File: src/rtl/core/tolerance_gated_window_mean_defines.svh
// Assertion macros of the window-mean RTL.
`ifndef TOLERANCE_GATED_WINDOW_MEAN_DEFINES_SVH
`define TOLERANCE_GATED_WINDOW_MEAN_DEFINES_SVH

// Checked property, masked while reset is held.
`define TGWM_ASSERT(lbl, prop, msg) \
    lbl: assert property (@(posedge aclk) disable iff (!aresetn) prop) else $error(msg);

// Checked property, also during reset.
`define TGWM_ASSERT_ALWAYS(lbl, prop, msg) \
    lbl: assert property (@(posedge aclk) prop) else $error(msg);

`endif

File: src/rtl/core/tgwm_pkg.sv
// Types and constants of the tolerance-gated window mean.
`default_nettype none
package tgwm_pkg;

    localparam int PIX_W      = 8;
    localparam int QUO_W      = 8;
    localparam int GEO_W      = 12;
    localparam int TOL_W      = 8;
    localparam int RAD_W      = 3;
    localparam int SPAN_W     = 4;
    localparam int OFF_W      = 16;
    localparam int CFG_IDX_W  = 2;
    localparam int CFG_DATA_W = 12;
    localparam int MAX_HEIGHT = 2048;
    // store geometry limits
    localparam int MAX_WIDTH  = 2048;
    localparam int MAX_RADIUS = 4;

    localparam logic [CFG_IDX_W-1:0] REG_WIDTH  = 2'd0;
    localparam logic [CFG_IDX_W-1:0] REG_HEIGHT = 2'd1;
    localparam logic [CFG_IDX_W-1:0] REG_TOL    = 2'd2;
    localparam logic [CFG_IDX_W-1:0] REG_RADIUS = 2'd3;

    localparam logic OP_PUSH  = 1'b0;
    localparam logic OP_DRAIN = 1'b1;

    localparam logic [GEO_W-1:0] RST_WIDTH  = 12'd640;
    localparam logic [GEO_W-1:0] RST_HEIGHT = 12'd480;
    localparam logic [TOL_W-1:0] RST_TOL    = 8'd8;
    localparam logic [RAD_W-1:0] RST_RADIUS = 3'd3;

    typedef enum logic [3:0] {
        ST_IDLE,
        ST_CHECK,
        ST_SETUP,
        ST_CENTRE,
        ST_SCAN,
        ST_DRAIN,
        ST_DIVGO,
        ST_DIV,
        ST_OUT
    } state_t;

endpackage
`default_nettype wire

File: src/rtl/core/tgwm_div_cell.sv
// One restoring-division cell: settles one quotient bit and passes on.
`default_nettype none
module tgwm_div_cell #(
    parameter int SUM_W = 15,
    parameter int CNT_W = 7,
    parameter int BIT   = 7
) (
    input  wire logic                       aclk,
    input  wire logic                       aresetn,
    input  wire logic                       in_vld,
    input  wire logic [SUM_W-1:0]           in_rem,
    input  wire logic [CNT_W-1:0]           in_cnt,
    input  wire logic [tgwm_pkg::QUO_W-1:0] in_quo,
    output logic                            out_vld,
    output logic      [SUM_W-1:0]           out_rem,
    output logic      [CNT_W-1:0]           out_cnt,
    output logic      [tgwm_pkg::QUO_W-1:0] out_quo
);
    import tgwm_pkg::*;

    logic [SUM_W-1:0] shifted;
    logic             fits;

    // trial subtract of count scaled to this bit
    assign shifted = SUM_W'(in_cnt) << BIT;
    assign fits    = (in_rem >= shifted);

    always_ff @(posedge aclk) begin
        if (!aresetn) begin
            out_vld <= 1'b0;
        end else begin
            out_vld <= in_vld;
        end
    end

    always_ff @(posedge aclk) begin
        out_cnt <= in_cnt;
        out_rem <= fits ? (in_rem - shifted) : in_rem;
        out_quo <= in_quo | (fits ? (QUO_W'(1) << BIT) : '0);
    end

endmodule
`default_nettype wire
File: config.mk
export PLATFORM = sky130hd
export DESIGN_NAME = tgwm_div_cell
export DESIGN_NICKNAME = d
export VERILOG_FILES = /design/src/rtl/core/tolerance_gated_window_mean_defines.svh /design/src/rtl/core/tgwm_pkg.sv /design/src/rtl/core/tgwm_div_cell.sv
export SDC_FILE = /design/constraint.sdc
export NUM_CORES = 1
export LEC_CHECK = 0
export ABC_AREA = 1
export BUFFER_PORTS_ARGS = -buffer_cell sky130_fd_sc_hd__buf_2
export CORE_MARGIN = 2
export CORE_UTILIZATION = 40
export DETAILED_ROUTE_END_ITERATION = 12
export PLACE_DENSITY_LB_ADDON = 0.2
export SYNTH_ARGS = -nofsm -noshare
export SYNTH_HDL_FRONTEND = slang
export SYNTH_SLANG_ARGS = --single-unit
File: constraint.sdc
create_clock -name aclk -period 1.45 [get_ports aclk]
set_input_delay 0.145 -clock aclk [delete_from_list [all_inputs] [get_ports aclk]]
set_output_delay 0.145 -clock aclk [all_outputs]
set_load 0.02 [all_outputs]
* Yosys cells after proc, flatten, opt, wreduce, memory -nomap -nowiden
Index checks and enable logic that the tools add are counted.
** Word-level totals
- Output and inout port bits :: 31
- Word-level logic and storage cells :: 9
- Register bits :: 31
- Input bits :: 33
** Cells by class
- Magnitude comparators :: 1
- Mux-type cells :: 2
- Bitwise gates (word level) :: 1
- $add $sub $neg :: 1
** Operator list (count)
- $ge 15x14->1 :: 1
- $mux 15 :: 1
- $sub 15x14->15 :: 1
- $mux 8 :: 1
- $or 8x8->8 :: 1

* Logic depth before layout (Yosys ltp)
- Depth after elaboration :: 3
- Depth in mapped cells :: 12

* Least setup slack after synthesis
OpenSTA, ideal clock, no wires.
- Path type :: in2reg
- From :: input in_rem[7]
- To :: register out_quo[7] (netlist name)
- Cell stages on the path :: 10
- Data required time :: 1328 ps
- Setup slack :: 26 ps
- Data arrival time :: 1302 ps
- Setup time :: 122 ps
- Path through :: inv_1 ha_1 inv_1 fa_1 nand3_1 nand2_1 nand2_2 nand2_2 nor2_4 nand2_1
** On the way
- Cells in the longest elaborated chain, start to end :: 3
** RTL lines
- start, declared :: line tgwm_div_cell.sv:11 : input wire logic [SUM_W-1:0] in_rem,
- $ge 15x14->1 :: line tgwm_div_cell.sv:26 : assign fits = (in_rem >= shifted);
- $mux 8 :: line tgwm_div_cell.sv:39 : out_quo <= in_quo | (fits ? (QUO_W'(1) << BIT) : '0);
- $or 8x8->8 :: line tgwm_div_cell.sv:39
- end signal, assigned :: line tgwm_div_cell.sv:39
- end, declared :: line tgwm_div_cell.sv:17 : output logic [tgwm_pkg::QUO_W-1:0] out_quo
Every way passes these cells.
A chain may end at the register's enable or synchronous reset.

* Worst setup path in the final report
- From :: input in_rem[7]
- To :: register out_rem[7]
** On the way
- Cells in the longest elaborated chain, start to end :: 2
- Elaborated cells between the ends (all ways) :: 3
- Those cells by class :: add/sub: 1; order compare: 1; mux: 1
** RTL lines
- $sub 15x14->15 or $ge 15x14->1 (tied branches) :: line tgwm_div_cell.sv:38, tgwm_div_cell.sv:26
- $mux 15 (*) :: line tgwm_div_cell.sv:38 : out_rem <= fits ? (in_rem - shifted) : in_rem;
- end signal, assigned :: line tgwm_div_cell.sv:38
- end, declared :: line tgwm_div_cell.sv:15 : output logic [SUM_W-1:0] out_rem,
Every way passes the cells marked *; elsewhere a longest branch is shown, timed or not.

==> impl_metrics.toml <==
[synthesis]
synth_fa_ha_area_share_pct = 8.61
synthDistinctLibCells = 18
synthesis.area_per_instance_um2 = 8.06
synthMuxAreaShare_pct = 0
synth_instances = 155
mappedNetlistNets = 196
yosys.area_share.simple_pct = 28.7
xor_xnor_share_of_the_synthesized_area_pct = 2.10
compound_gate_portion_of_the_synthesized_area_pct = 2.20
yosys_warnings = 0
largest_family_of_logic_cells_by_synthesized_area = "simple AND/OR/NAND/NOR gates"
syn-cell-area_um2 = 1250
number_of_storage_elements_in_the_synthesis_netlist = 31
ys_seq_area_share_pct = 49.6

[layout]
antenna-diode-count = 0
layout-drive-gt1-share_pct = 36.2
multi_input_area_um2 = 534
sequential_cell_area_um2 = 621
layout-area-overhead-vs-synth_pct = 59.4
design.final.nets = 297
fillCellCount = 261

[placed_design]
io_buffers = 63
place_hpwl_mm = 1.89
gp_congestion = 0.787

[worst_setup_path]
end_kind = "flip-flop"
crit_path_max_fanout = 5
critical_path.startpoint_type = "input port"
timing_worst_setup_path_type = "input port to flip-flop"
critPathRequiredTime_ns = 1.72
crit_arrival_ns = 1.55

[global_routing]
grt_pass1_vias = 1146
grt_max_degree = 11
antenna_found_initial = 0
grt_first_pass_wirelength_mm = 4.62
global_route_overflow = 0
global_route_usage_sum_pct = 17.4

[floorplan]
top_level_ports = 64
fp.dieH_um = 59.9
core_region_area_um2 = 3000
initial_standard_cell_utilization_of_the_core_pct = 41.6
die_width_um = 59.9
std_cell_rows = 20
floorplan.die_area_um2 = 3590

[clock_network]
post_cts_buffers = 0
clock_tree.root_cell = "clkbuf_4"
clock_tree_from_tritoncts = "built"
clk_pin_slew_ns = 0.09
cts_inserted_buffers = 5
cts-root-to-sink-buffers = 2
cts.sink_count = 31
cts_htree_levels = 2

[timing]
rsz0062_at_grt = "false"
timing.final.crit_share_pct = 88.4
tightestPinTransition_ns = 0.204
max-slew-margin-rel_pct = 86.4
timing.final.max_slew_violations = 0
timing_hold_violations_final = 0
setup_viol = 0
clock.fmax_mhz = 780
whs_ns = 0.0257
fin_setup_tns_ns = 0
post-route-min-period_ns = 1.28

[drt]
drt-total-wl_mm = 3.01
ant_nets = 0
drtPass1Iterations = 4
vias = 1265
routedWlPerCell_um = 10.4
route.detailed.drc = 0
drt_iter0_markers = 35
detail_route.vias_per_cell = 4.36

[hold_path]
min_path_type = "input port to flip-flop"

[flow_run]
drv.max_cap_violation_count = 0

[pwr]
cellLeakagePower_nw = 1.11
p_per_area_nw_per_um2 = 1080
worst_ir_drop_on_vdd_mv = 0.429

[outcome]
result_of_the_run = "finished, final reports clean"
==> registers in the layout, summed over array words and instances, names as in the netlist <==
name     cells
out_cnt      7
out_quo      8
out_rem     15
out_vld      1
==> synth_stat cells (all sizes together) <==
cell type	number	area, µm²
clkinv	1	3.75
nor2	11	63.8
a21oi	4	27.5
fa	1	20.0
inv	28	105
nand4	1	6.26
nand3	8	45.0
nand2	58	228
or2	1	6.26
dfxtp	31	621
nor3	1	10.0
xor2	3	26.3
ha	7	87.6
==> through the flow <==
step                power, mW  cells  setup slack (ns)  util (%)  area [µm²]
floorplan                1.25    155            0.0261         -        1250
global placement         1.43    257            -0.175      55.0        1650
detailed placement       1.43    257            -0.218      55.0        1650
CTS                      2.16    289            0.0924      65.9        1980
global route             2.29    290            0.0250      66.3        1990
finish                   2.16    290             0.168      66.3        1990
==> kinds of logic (layout without fill, tap and decap cells) <==
family          after synthesis  after routing
xor+xnor                      3              3
flops                        31             31
buf+inv                      29            130
simple gates                 80             81
fa+ha+maj                     8              8
compound gates                4              4
==> where the power goes <==
group          internal (mW)  switching, mW  total [mW]  leakage, nW
Clock                  0.407          0.285       0.692       0.0482
Combinational          0.230          0.298       0.528        0.801
Sequential             0.925         0.0158       0.941        0.261
==> cell type report <==
type                    instances  area share, %
clock inverters                 2           1.76
flip-flops and latches         31           31.2
repair buffers                 93           30.2
clock buffers                   6           2.58
multi-input cells              96           26.8
well taps                      33           2.07
inverters                      29           5.46
==> placed cells by master (no fill, tap or decap), drive strengths merged <==
cell type,count
clkinv,2
clkbuf,6
nand3,8
ha,7
dfxtp,31
fa,1
or2,1
dlygate4sd3,24
nor3,1
a21oi,4
nor2,12
xor2,3
nand2,58
bufinv,1
nand4,1
inv,28
buf,69
==> worst max-delay path, stage by stage <==
cell and delay, ns:
buf_2 0.10, inv_1 0.05, ha_1 0.14, inv_1 0.06
fa_2 0.36, nand3_1 0.10, nand2_1 0.08, nand2_2 0.09
nand2_2 0.09, nor2_4 0.20, nand2_1 0.07, nand2_1 0.06
==> final timing paths <==
check,from,cells after the start,endpoint,slack (ns)
max,in_rem[7],12,out_rem[7],0.17
min,in_rem[12],3,out_rem[12],0.03
==> metal layers <==
layer  vias up  share of wire, %  track usage [%]
met5         -                 0                0
li1        666                 -                -
met4         0               1.7             7.62
met1       552                43             19.9
met2        39                50             30.3
met3         8               5.9             4.55
==> repair_timing <==
item	4_1_cts	5_1_grt
setup endpoints to repair	0	8
hold buffers	24	0
hold endpoints to repair	23	0
gates resized for setup	0	2
Note: power is estimated with default switching activity, not from simulation.
